==> src/rtl/core/dpt_pkg.sv <==
// ---------------------------------------------------------------------------
// dpt_pkg
// Types and constants shared by the dual period tachometer modules.
// ---------------------------------------------------------------------------
`default_nettype none

package dpt_pkg;

	localparam int NUM_W       = 33;  // speed dividend width
	localparam int PULSE_W     = 8;   // pulses per revolution width
	localparam int STAMP_IN_W  = 32;  // timestamp field width
	localparam int CMD_W       = 8;   // host command width
	localparam int OUT_W       = 15;  // reported speed width
	localparam int QUEUE_DEPTH = 2;   // tick snapshots between front and back

	localparam int DEFAULT_STAMP_WIDTH = 32;
	localparam int DEFAULT_SPEED_WIDTH = 16;

	localparam logic [NUM_W-1:0]   DEFAULT_NUMERATOR = 33'd4320000000; // 72 MHz * 60
	localparam logic [PULSE_W-1:0] DEFAULT_PULSES    = 8'd42;

	localparam logic [CMD_W-1:0] CMD_STOP = 8'h80;
	localparam logic [CMD_W-1:0] CMD_RUN  = 8'h81;

	typedef enum logic [1:0] {
		OP_SENSOR = 2'd0,
		OP_TICK   = 2'd1,
		OP_BUTTON = 2'd2,
		OP_HOST   = 2'd3
	} dpt_op_t;

	typedef enum logic [0:0] {
		REG_NUMERATOR = 1'b0,
		REG_PULSES    = 1'b1
	} dpt_reg_t;

	typedef enum logic [2:0] {
		BK_IDLE,
		BK_SETUP,
		BK_DIV_W,
		BK_DIV_P,
		BK_EMIT
	} dpt_back_state_t;

	typedef struct packed {
		logic full;
		logic empty;
	} dpt_qstat_t;

endpackage

`default_nettype wire

==> src/rtl/core/dpt_queue.sv <==
// ---------------------------------------------------------------------------
// dpt_queue
// Short FIFO of window snapshots between the front and the back.
// ---------------------------------------------------------------------------
`default_nettype none

module dpt_queue
	import dpt_pkg::*;
#(
	parameter int WIDTH = 64
) (
	input  wire logic             clk,
	input  wire logic             arst_n,
	input  wire logic             push,
	input  wire logic [WIDTH-1:0] push_data,
	input  wire logic             pop,
	output dpt_qstat_t            qstat,
	output logic      [WIDTH-1:0] pop_data
);

	localparam int PTR_W = (QUEUE_DEPTH > 1) ? $clog2(QUEUE_DEPTH) : 1;
	localparam int CNT_W = $clog2(QUEUE_DEPTH + 1);

	logic [WIDTH-1:0] mem_q [QUEUE_DEPTH];
	logic [PTR_W-1:0] wr_ptr_q;
	logic [PTR_W-1:0] rd_ptr_q;
	logic [CNT_W-1:0] count_q;

	function automatic logic [PTR_W-1:0] ptr_inc(input logic [PTR_W-1:0] p);
		ptr_inc = (p == PTR_W'(QUEUE_DEPTH - 1)) ? '0 : p + PTR_W'(1);
	endfunction

	assign qstat.full  = (count_q == CNT_W'(QUEUE_DEPTH));
	assign qstat.empty = (count_q == '0);
	assign pop_data    = mem_q[rd_ptr_q];

	always_ff @(posedge clk) begin
		if (push) begin
			mem_q[wr_ptr_q] <= push_data;
		end
	end

	always_ff @(posedge clk or negedge arst_n) begin
		if (!arst_n) begin
			wr_ptr_q <= '0;
			rd_ptr_q <= '0;
			count_q  <= '0;
		end else begin
			if (push) begin
				wr_ptr_q <= ptr_inc(wr_ptr_q);
			end
			if (pop) begin
				rd_ptr_q <= ptr_inc(rd_ptr_q);
			end
			if (push && !pop) begin
				count_q <= count_q + CNT_W'(1);
			end else if (pop && !push) begin
				count_q <= count_q - CNT_W'(1);
			end
		end
	end

endmodule

`default_nettype wire

==> src/rtl/core/dpt_front.sv <==
// ---------------------------------------------------------------------------
// dpt_front
// Takes one item per cycle while the queue is not full: sensor edges, ticks, button and host commands.
// ---------------------------------------------------------------------------
`default_nettype none

module dpt_front
	import dpt_pkg::*;
#(
	parameter int STAMP_WIDTH = DEFAULT_STAMP_WIDTH
) (
	input  wire logic                     clk,
	input  wire logic                     arst_n,
	input  wire logic                     in_valid,
	output logic                          in_ready,
	input  wire logic [1:0]               op,
	input  wire logic                     channel,
	input  wire logic                     level_high,
	input  wire logic [STAMP_IN_W-1:0]    timestamp,
	input  wire logic [CMD_W-1:0]         command_byte,
	input  wire dpt_qstat_t               qstat,
	output logic                          push,
	output logic [2*STAMP_WIDTH-1:0]      push_data
);

	localparam int COPY_W = (STAMP_WIDTH < STAMP_IN_W) ? STAMP_WIDTH : STAMP_IN_W;

	logic                   running_q;
	logic [1:0]             armed_q;
	logic [STAMP_WIDTH-1:0] start_q [2];
	logic [STAMP_WIDTH-1:0] win_q   [2];

	dpt_op_t                op_code;
	logic                   accept;
	logic [STAMP_WIDTH-1:0] stamp;
	logic [STAMP_WIDTH-1:0] span;

	assign op_code   = dpt_op_t'(op);
	assign in_ready  = !qstat.full;
	assign accept    = in_valid && in_ready;
	assign stamp     = STAMP_WIDTH'(timestamp[COPY_W-1:0]);
	assign span      = stamp - start_q[channel];  // wraps modulo 2^STAMP_WIDTH
	assign push      = accept && (op_code == OP_TICK) && running_q;
	assign push_data = {win_q[1], win_q[0]};

	always_ff @(posedge clk or negedge arst_n) begin
		if (!arst_n) begin
			running_q <= 1'b0;
			armed_q   <= '0;
			start_q   <= '{default: '0};
			win_q     <= '{default: '0};
		end else if (accept) begin
			unique case (op_code)
				OP_SENSOR: begin
					if (level_high) begin
						if (!armed_q[channel]) begin
							start_q[channel] <= stamp;
							armed_q[channel] <= 1'b1;
						end else begin
							armed_q[channel] <= 1'b0;
							// first closed interval only marks the window
							if (win_q[channel] == '0) begin
								win_q[channel] <= STAMP_WIDTH'(1);
							end else if (span > win_q[channel]) begin
								win_q[channel] <= span;
							end
						end
					end
				end
				OP_TICK: begin
					if (running_q) begin
						win_q <= '{default: '0};
					end
				end
				OP_BUTTON: begin
					if (level_high) begin
						running_q <= !running_q;
					end
				end
				OP_HOST: begin
					if (command_byte == CMD_STOP) begin
						running_q <= 1'b0;
					end else if (command_byte == CMD_RUN) begin
						running_q <= 1'b1;
					end
				end
			endcase
		end
	end

endmodule

`default_nettype wire

==> src/rtl/core/dpt_back.sv <==
// ---------------------------------------------------------------------------
// dpt_back
// Turns a window snapshot into two speeds with a shared radix-2 divider.
// ---------------------------------------------------------------------------
`default_nettype none

module dpt_back
	import dpt_pkg::*;
#(
	parameter int STAMP_WIDTH = DEFAULT_STAMP_WIDTH,
	parameter int SPEED_WIDTH = DEFAULT_SPEED_WIDTH
) (
	input  wire logic                     clk,
	input  wire logic                     arst_n,
	input  wire dpt_qstat_t               qstat,
	input  wire logic [2*STAMP_WIDTH-1:0] q_data,
	output logic                          pop,
	input  wire logic [NUM_W-1:0]         rpm_numerator,
	input  wire logic [PULSE_W-1:0]       pulses_per_rev,
	output logic                          out_valid,
	input  wire logic                     out_ready,
	output logic [OUT_W-1:0]              left_rpm,
	output logic [OUT_W-1:0]              right_rpm
);

	localparam int CNT_W = $clog2(NUM_W);
	localparam logic [NUM_W-1:0] SPEED_MAX =
		NUM_W'((64'd1 << (SPEED_WIDTH - 1)) - 64'd1);

	dpt_back_state_t state_q, state_d;

	logic                   ch_q;
	logic [NUM_W-1:0]       dividend_q;  // dividend in, quotient shifts in from the bottom
	logic [STAMP_WIDTH-1:0] divisor_q;
	logic [STAMP_WIDTH-1:0] rem_q;
	logic [CNT_W-1:0]       cnt_q;
	logic [OUT_W-1:0]       left_q;
	logic [OUT_W-1:0]       right_q;
	logic                   out_valid_q;
	logic [OUT_W-1:0]       out_left_q;
	logic [OUT_W-1:0]       out_right_q;

	logic [STAMP_WIDTH-1:0] win_sel;
	logic                   win_small;
	logic                   p_zero;
	logic [STAMP_WIDTH:0]   trial;
	logic [STAMP_WIDTH:0]   diff;
	logic                   ge;
	logic [STAMP_WIDTH-1:0] rem_next;
	logic [NUM_W-1:0]       quo;
	logic                   last_step;
	logic [OUT_W-1:0]       speed;
	logic                   out_free;

	logic                   start_div_w;
	logic                   start_div_p;
	logic                   div_step;
	logic                   store_res;
	logic [OUT_W-1:0]       res_val;
	logic                   load_out;

	assign win_sel   = ch_q ? q_data[2*STAMP_WIDTH-1:STAMP_WIDTH] : q_data[STAMP_WIDTH-1:0];
	assign win_small = (win_sel[STAMP_WIDTH-1:1] == '0);
	assign p_zero    = (pulses_per_rev == '0);

	// one restoring step
	assign trial     = {rem_q, dividend_q[NUM_W-1]};
	assign diff      = trial - {1'b0, divisor_q};
	assign ge        = (trial >= {1'b0, divisor_q});
	assign rem_next  = ge ? diff[STAMP_WIDTH-1:0] : trial[STAMP_WIDTH-1:0];
	assign quo       = {dividend_q[NUM_W-2:0], ge};
	assign last_step = (cnt_q == CNT_W'(NUM_W - 1));
	assign speed     = (quo > SPEED_MAX) ? SPEED_MAX[OUT_W-1:0] : quo[OUT_W-1:0];
	assign out_free  = !out_valid_q || out_ready;

	always_comb begin
		state_d = state_q;
		unique case (state_q)
			BK_IDLE: begin
				if (!qstat.empty) begin
					state_d = BK_SETUP;
				end
			end
			BK_SETUP: begin
				if (win_small || p_zero) begin
					state_d = ch_q ? BK_EMIT : BK_SETUP;
				end else begin
					state_d = BK_DIV_W;
				end
			end
			BK_DIV_W: begin
				if (last_step) begin
					state_d = BK_DIV_P;
				end
			end
			BK_DIV_P: begin
				if (last_step) begin
					state_d = ch_q ? BK_EMIT : BK_SETUP;
				end
			end
			BK_EMIT: begin
				if (out_free) begin
					state_d = BK_IDLE;
				end
			end
			default: state_d = BK_IDLE;
		endcase
	end

	always_comb begin
		start_div_w = 1'b0;
		start_div_p = 1'b0;
		div_step    = 1'b0;
		store_res   = 1'b0;
		res_val     = speed;
		load_out    = 1'b0;
		unique case (state_q)
			BK_IDLE: begin
			end
			BK_SETUP: begin
				if (win_small || p_zero) begin
					store_res = 1'b1;
					res_val   = win_small ? '0 : SPEED_MAX[OUT_W-1:0];
				end else begin
					start_div_w = 1'b1;
				end
			end
			BK_DIV_W: begin
				div_step    = 1'b1;
				start_div_p = last_step;
			end
			BK_DIV_P: begin
				div_step  = 1'b1;
				store_res = last_step;
			end
			BK_EMIT: begin
				load_out = out_free;
			end
			default: begin
			end
		endcase
	end

	assign pop = load_out;

	always_ff @(posedge clk or negedge arst_n) begin
		if (!arst_n) begin
			state_q     <= BK_IDLE;
			ch_q        <= 1'b0;
			out_valid_q <= 1'b0;
		end else begin
			state_q <= state_d;
			if (store_res) begin
				ch_q <= !ch_q;
			end
			if (load_out) begin
				out_valid_q <= 1'b1;
			end else if (out_ready) begin
				out_valid_q <= 1'b0;
			end
		end
	end

	always_ff @(posedge clk) begin
		if (start_div_w) begin
			dividend_q <= rpm_numerator;
			divisor_q  <= win_sel;
			rem_q      <= '0;
			cnt_q      <= '0;
		end else if (start_div_p) begin
			// second pass: floor(n / w) / p
			dividend_q <= quo;
			divisor_q  <= STAMP_WIDTH'(pulses_per_rev);
			rem_q      <= '0;
			cnt_q      <= '0;
		end else if (div_step) begin
			dividend_q <= quo;
			rem_q      <= rem_next;
			cnt_q      <= cnt_q + CNT_W'(1);
		end
		if (store_res) begin
			if (ch_q) begin
				right_q <= res_val;
			end else begin
				left_q <= res_val;
			end
		end
		if (load_out) begin
			out_left_q  <= left_q;
			out_right_q <= right_q;
		end
	end

	assign out_valid = out_valid_q;
	assign left_rpm  = out_left_q;
	assign right_rpm = out_right_q;

endmodule

`default_nettype wire

==> src/rtl/core/dual_period_tachometer.sv <==
// ---------------------------------------------------------------------------
// dual_period_tachometer
// Two-channel period tachometer with run/stop control and speed reports.
// ---------------------------------------------------------------------------
//  channel   dir  handshake               content
//  s_axis    in   tvalid/tready           sensor edge, tick, button, host byte
//  m_axis    out  tvalid/tready           left and right speed per tick
//  cfg       in   cfg_valid/cfg_ready     register index and write data
//
//  The front takes one input transaction per cycle, any op, while tready is high.
//  A tick while running leaves a window snapshot in a two-entry queue; the
//  back divides it through one radix-2 divider, two quotients per channel
//  when the window divides: numerator by window, then by pulses per rev.
//  A result waits while the result register is held.
//  tready drops only while both queue entries hold unreported ticks.
//  cfg_ready is always high. Reset (arst_n low) stops the block, clears the
//  windows and loads the default register values.
// ---------------------------------------------------------------------------
`default_nettype none

module dual_period_tachometer
	import dpt_pkg::*;
#(
	parameter int STAMP_WIDTH = DEFAULT_STAMP_WIDTH,
	parameter int SPEED_WIDTH = DEFAULT_SPEED_WIDTH
) (
	input  wire logic        clk,
	input  wire logic        arst_n,
	// input stream
	input  wire logic        s_axis_tvalid,
	output logic             s_axis_tready,
	input  wire logic [47:0] s_axis_tdata,   // level_high[0], timestamp[32:1],
	                                         // command_byte[40:33], zero[47:41]
	input  wire logic [2:0]  s_axis_tuser,   // op[1:0], channel[2]
	// result stream
	output logic             m_axis_tvalid,
	input  wire logic        m_axis_tready,
	output logic [31:0]      m_axis_tdata,   // left_rpm[14:0], right_rpm[29:15], zero[31:30]
	// register writes
	input  wire logic        cfg_valid,
	output logic             cfg_ready,
	input  wire logic [0:0]  cfg_index,
	input  wire logic [32:0] cfg_data
);

	localparam int SNAP_W = 2 * STAMP_WIDTH;

	logic [NUM_W-1:0]   numerator_q;
	logic [PULSE_W-1:0] pulses_q;

	dpt_qstat_t         qstat;
	logic               push;
	logic [SNAP_W-1:0]  push_data;
	logic               pop;
	logic [SNAP_W-1:0]  pop_data;
	logic [OUT_W-1:0]   left_rpm;
	logic [OUT_W-1:0]   right_rpm;

	// configuration registers; the user must write them only while idle, the block does not enforce it
	assign cfg_ready = 1'b1;

	always_ff @(posedge clk or negedge arst_n) begin
		if (!arst_n) begin
			numerator_q <= DEFAULT_NUMERATOR;
			pulses_q    <= DEFAULT_PULSES;
		end else if (cfg_valid) begin
			unique case (dpt_reg_t'(cfg_index))
				REG_NUMERATOR: numerator_q <= cfg_data;
				REG_PULSES:    pulses_q    <= cfg_data[PULSE_W-1:0];
			endcase
		end
	end

	// front: edge capture, window tracking, run state
	dpt_front #(
		.STAMP_WIDTH(STAMP_WIDTH)
	) u_front (
		.clk         (clk),
		.arst_n      (arst_n),
		.in_valid    (s_axis_tvalid),
		.in_ready    (s_axis_tready),
		.op          (s_axis_tuser[1:0]),
		.channel     (s_axis_tuser[2]),
		.level_high  (s_axis_tdata[0]),
		.timestamp   (s_axis_tdata[32:1]),
		.command_byte(s_axis_tdata[40:33]),
		.qstat       (qstat),
		.push        (push),
		.push_data   (push_data)
	);

	// snapshots waiting for the divider
	dpt_queue #(
		.WIDTH(SNAP_W)
	) u_queue (
		.clk      (clk),
		.arst_n   (arst_n),
		.push     (push),
		.push_data(push_data),
		.pop      (pop),
		.qstat    (qstat),
		.pop_data (pop_data)
	);

	// back: speed = numerator / window / pulses, saturated
	dpt_back #(
		.STAMP_WIDTH(STAMP_WIDTH),
		.SPEED_WIDTH(SPEED_WIDTH)
	) u_back (
		.clk           (clk),
		.arst_n        (arst_n),
		.qstat         (qstat),
		.q_data        (pop_data),
		.pop           (pop),
		.rpm_numerator (numerator_q),
		.pulses_per_rev(pulses_q),
		.out_valid     (m_axis_tvalid),
		.out_ready     (m_axis_tready),
		.left_rpm      (left_rpm),
		.right_rpm     (right_rpm)
	);

	assign m_axis_tdata = {2'b00, right_rpm, left_rpm};

endmodule

`default_nettype wire

==> config.mk <==
export PLATFORM = sky130hd
export DESIGN_NAME = dual_period_tachometer
export DESIGN_NICKNAME = d
export VERILOG_FILES = /design/src/rtl/core/dpt_pkg.sv /design/src/rtl/core/dpt_queue.sv /design/src/rtl/core/dpt_front.sv /design/src/rtl/core/dpt_back.sv /design/src/rtl/core/dual_period_tachometer.sv
export SDC_FILE = /design/constraint.sdc
export NUM_CORES = 1
export LEC_CHECK = 0
export BUFFER_PORTS_ARGS = -buffer_cell sky130_fd_sc_hd__buf_2
export CORE_ASPECT_RATIO = 0.5
export CORE_MARGIN = 4
export CORE_UTILIZATION = 49
export DETAILED_ROUTE_END_ITERATION = 8
export GPL_TIMING_DRIVEN = 0
export PLACE_DENSITY = 0.73
export SLEW_MARGIN = 20
export SYNTH_ARGS = -nofsm -noshare
export SYNTH_HDL_FRONTEND = slang
export SYNTH_SLANG_ARGS = --single-unit
==> constraint.sdc <==
create_clock -name clk -period 5.19 [get_ports clk]
set_clock_uncertainty 0.05 [all_clocks]
set_input_delay 0.2595 -clock clk [delete_from_list [all_inputs] [get_ports clk]]
set_output_delay 0.2595 -clock clk [all_outputs]
set_load 0.05 [all_outputs]
==> results.json <==
{
  "synth_area_um2": 22700,
  "antenna_found_initial": 0,
  "r2r_end": "u_front.push_data[3]$_DFFE_PN0P_",
  "dpl_worst_slack_ps": -1440,
  "insertion_delay_ps": 580,
  "num_antenna_cells": 0,
  "area.sequential_um2": 12900,
  "grt_pass1_wl_mm": 83.5,
  "track_usage_pct": 20.8,
  "setup_ws_ps": 235,
  "powerDensity_nw_per_um2": 598,
  "slew_headroom_pct": 38.7,
  "ys_seq_area_share_pct": 56.9,
  "grt_max_degree": 96,
  "ff2ff_setup_slack_ps": 250,
  "cts_max_level": 2,
  "post-route-period-util_pct": 95.5,
  "max_freq_ghz": 0.202,
  "grt_pass1_vias": 14941,
  "crit_path_max_incr_delay_ps": 360,
  "die_w_um": 312,
  "rows": 55,
  "hold_path.class": "input port to async pin",
  "ys_ff_latch": 472,
  "critical_path_class": "input port to register",
  "worst_hold_slack_ps": 161,
  "dr.pass1.iters": 7,
  "cts_root_buf": "clkbuf_16",
  "finalHoldViolCount": 0,
  "cts_tree": "built",
  "crit_path_max_fanout": 10,
  "start_util_pct": 49.9,
  "gp_congestion": 0.893,
  "io_pins": 125,
  "critPathSlowestCell": "a221o_1",
  "numCtsBuffers": 43,
  "die-area_um2": 50000,
  "dpl-instance-area_um2": 24200,
  "wl_per_cell_um": 20.0,
  "cap_violations": 0,
  "antenna_left": 0,
  "finalWirelength_mm": 52.7,
  "port_buffers": 113,
  "area_delta_synth_final_pct": 17.9,
  "start_kind": "input port",
  "clockBufferDepth": 3,
  "max-vdd-ir-drop_mv": 0.276,
  "synth_ff_type": "edfxtp_1",
  "total_power_mw": 16.0,
  "reg2reg_depth": 24,
  "core_um2": 45500,
  "synth_cells": 1720,
  "path_clk_slew_ps": 70,
  "end_kind": "register",
  "r2r-start": "u_front.start_q[32]$_DFFE_PN0P_",
  "grt-ovfl-total": 0,
  "drtIter0Drc": 1347,
  "netlist-cell-type-count": 69,
  "drive_above_1_share_pct": 24.2,
  "final_max_slew_viol_count": 0,
  "syn_avg_cell_area_um2": 13.2,
  "dp_hpwl_mm": 36.5,
  "fin_nets": 2157,
  "p_leak_nw": 10.9,
  "n_fill_cell": 3552,
  "period_needed_ps": 4950,
  "synth_edf_count": 253,
  "synthArstFlopShare_pct": 38.3,
  "drc": 0,
  "tightest_slew_ps": 919,
  "status": "finished, final reports clean",
  "vias_per_cell": 5.73,
  "clock_sinks": 472,
  "crit_required_ps": 5640,
  "fin_area_um2": 26800,
  "yosys_warnings": 0,
  "finalSetupViolations": 0,
  "multi_input_area_um2": 9450,
  "die_h_um": 160,
  "cp_data_arrival_time_ps": 5410,
  "crit_chain": "buf_2, buf_8, buf_6, buf_8, mux2i_2, ha_1, a21o_1, nor3_4, a211oi_4, o21ai_4, o21ai_0, a221o_1, a21oi_1, xnor2_1, ha_1, a2111oi_1, o21ai_0, o211ai_1, o211ai_1, a211oi_1, o21ai_1, o21ai_1, clkbuf_2, a22o_1",
  "setup_tns_ps": 0,
  "num_vias": 15062
}
[Yosys cell counts (all sizes together), types with 3 or more instances]
cell	count	share of area (%)
o211ai	17	0.56
a22oi	3	0.099
o21bai	12	0.40
ha	99	5.5
nor4	24	0.66
nand3	33	0.73
nor3b	4	0.15
a211oi	17	0.61
o31ai	3	0.099
o21a	32	1.1
nor3	31	0.68
a21oi	77	1.7
or3	4	0.11
dfxtp	38	3.4
nor2	59	1.0
dfrtp	165	18
nand4	18	0.50
a22o	64	2.5
nor2b	10	0.28
edfxtp	253	33
buf	28	0.79
mux2i	84	3.7
or4	5	0.17
a21o	28	0.93
nand2	71	1.2
nand2b	14	0.39
clkbuf	49	0.82
xnor2	45	1.7
o21ai	74	1.6
inv	51	0.84
mux2	148	7.3
and3	10	0.28
and2	34	0.94
and4	3	0.12
dfstp	16	1.9
xor2	22	0.85
a31oi	11	0.30
mux4	32	3.2
[what timing repair did]
item                       in CTS  in global routing
resized for setup              36                 37
buffers inserted                7                  4
hold buffers                   69                  0
setup endpoints to repair      64                 64
gates cloned                    2                  0
hold endpoints to repair      189                  0
pin swaps                       6                 15
[cells by family after synthesis]
logic type | Yosys count | share of synthesized area (%)
buffers and inverters | 128 | 2.45
muxes | 264 | 14.2
xor gates and xnor gates | 67 | 2.59
adders and majority gates | 101 | 5.63
AOI/OAI and AO/OA | 360 | 10.8
DFF | 472 | 56.9
and+or+nand+nor | 326 | 7.42
other | 2 | 0.0331
[layer usage]
layer	track usage, %	vias to the layer above	wire [um]
met2	34.2	439	25200
met4	5.14	0	1190
met1	29.3	7506	23500
met5	0	-	0
met3	3.01	97	2800
li1	-	7020	-
[cells in the final DEF, fill, tap and decap left out, types with 33 or more instances in the layout]
master	n
edfxtp_1	253
dfrtp_1	165
mux2_2	148
buf_2	125
ha_1	97
mux2i_1	82
a21oi_1	77
nand2_1	70
dlygate4sd3_1	69
a22o_1	64
o21ai_0	61
nor2_1	55
inv_1	49
clkbuf_16	45
xnor2_1	43
clkbuf_1	40
dfxtp_1	38
nand3_1	33
and2_1	33
[critical path, delay by kind of cell]
family                     cells  cell delay (ps)
xor gates and xnor gates       1              170
buffers and inverters          5             1080
and+or+nand+nor                1              200
AOI/OAI and AO/OA             14             2920
adders and majority gates      2              530
muxes                          1              250
[per-stage QoR]
step                      std cells  util, %
final                          2628     58.8
after global routing           2628     58.8
after CTS                      2625     58.5
after detailed placement       2467     53.3
after global placement         2461     52.9
after floorplan                1721        -
[flip-flops by register name (all words and copies together) (netlist names), 2 cells and up, named ones only]
signal             flops
u_queue.mem_q        128
u_front.push_data     64
u_front.start_q       64
numerator_q           33
u_back.dividend_q     33
u_back.divisor_q      32
u_back.rem_q          32
u_back.left_q         15
u_back.left_rpm       15
u_back.right_q        15
u_back.right_rpm      15
pulses_q               8
u_back.cnt_q           6
u_back.state_q         3
u_queue.count_q        2
[how the worst max path moves through the flow]
stage | depth (start not counted) | start | end
after global routing | 24 | s_axis_tuser[2] | u_front.push_data[18]$_DFFE_PN0P_
after floorplan | 25 | s_axis_tuser[2] | u_front.push_data[33]$_DFFE_PN0P_
after CTS | 27 | s_axis_tuser[2] | u_front.push_data[11]$_DFFE_PN0P_
after global placement | 24 | s_axis_tuser[2] | u_front.push_data[47]$_DFFE_PN0P_
after detailed placement | 24 | s_axis_tuser[2] | u_front.push_data[60]$_DFFE_PN0P_
final | 24 | s_axis_tuser[2] | u_front.push_data[55]$_DFFE_PN0P_
[where the power goes]
part / total (mW) / switching (mW) / internal, mW
logic: 6.68 / 3.63 / 3.05
registers: 6.02 / 0.856 / 5.16
clock network: 3.31 / 1.45 / 1.85
[cell type report]
class                           count  share of cell area (%)
Clock inverter                     20                   0.762
Buffer                             76                    1.70
Multi-Input combinational cell   1121                    35.3
Sequential cell                   472                    48.2
Clock buffer                       60                    4.68
Timing Repair Buffer              201                    5.67
Inverter                           51                   0.715
Tap cell                          627                    2.93
(Power assumes the default switching activity.)
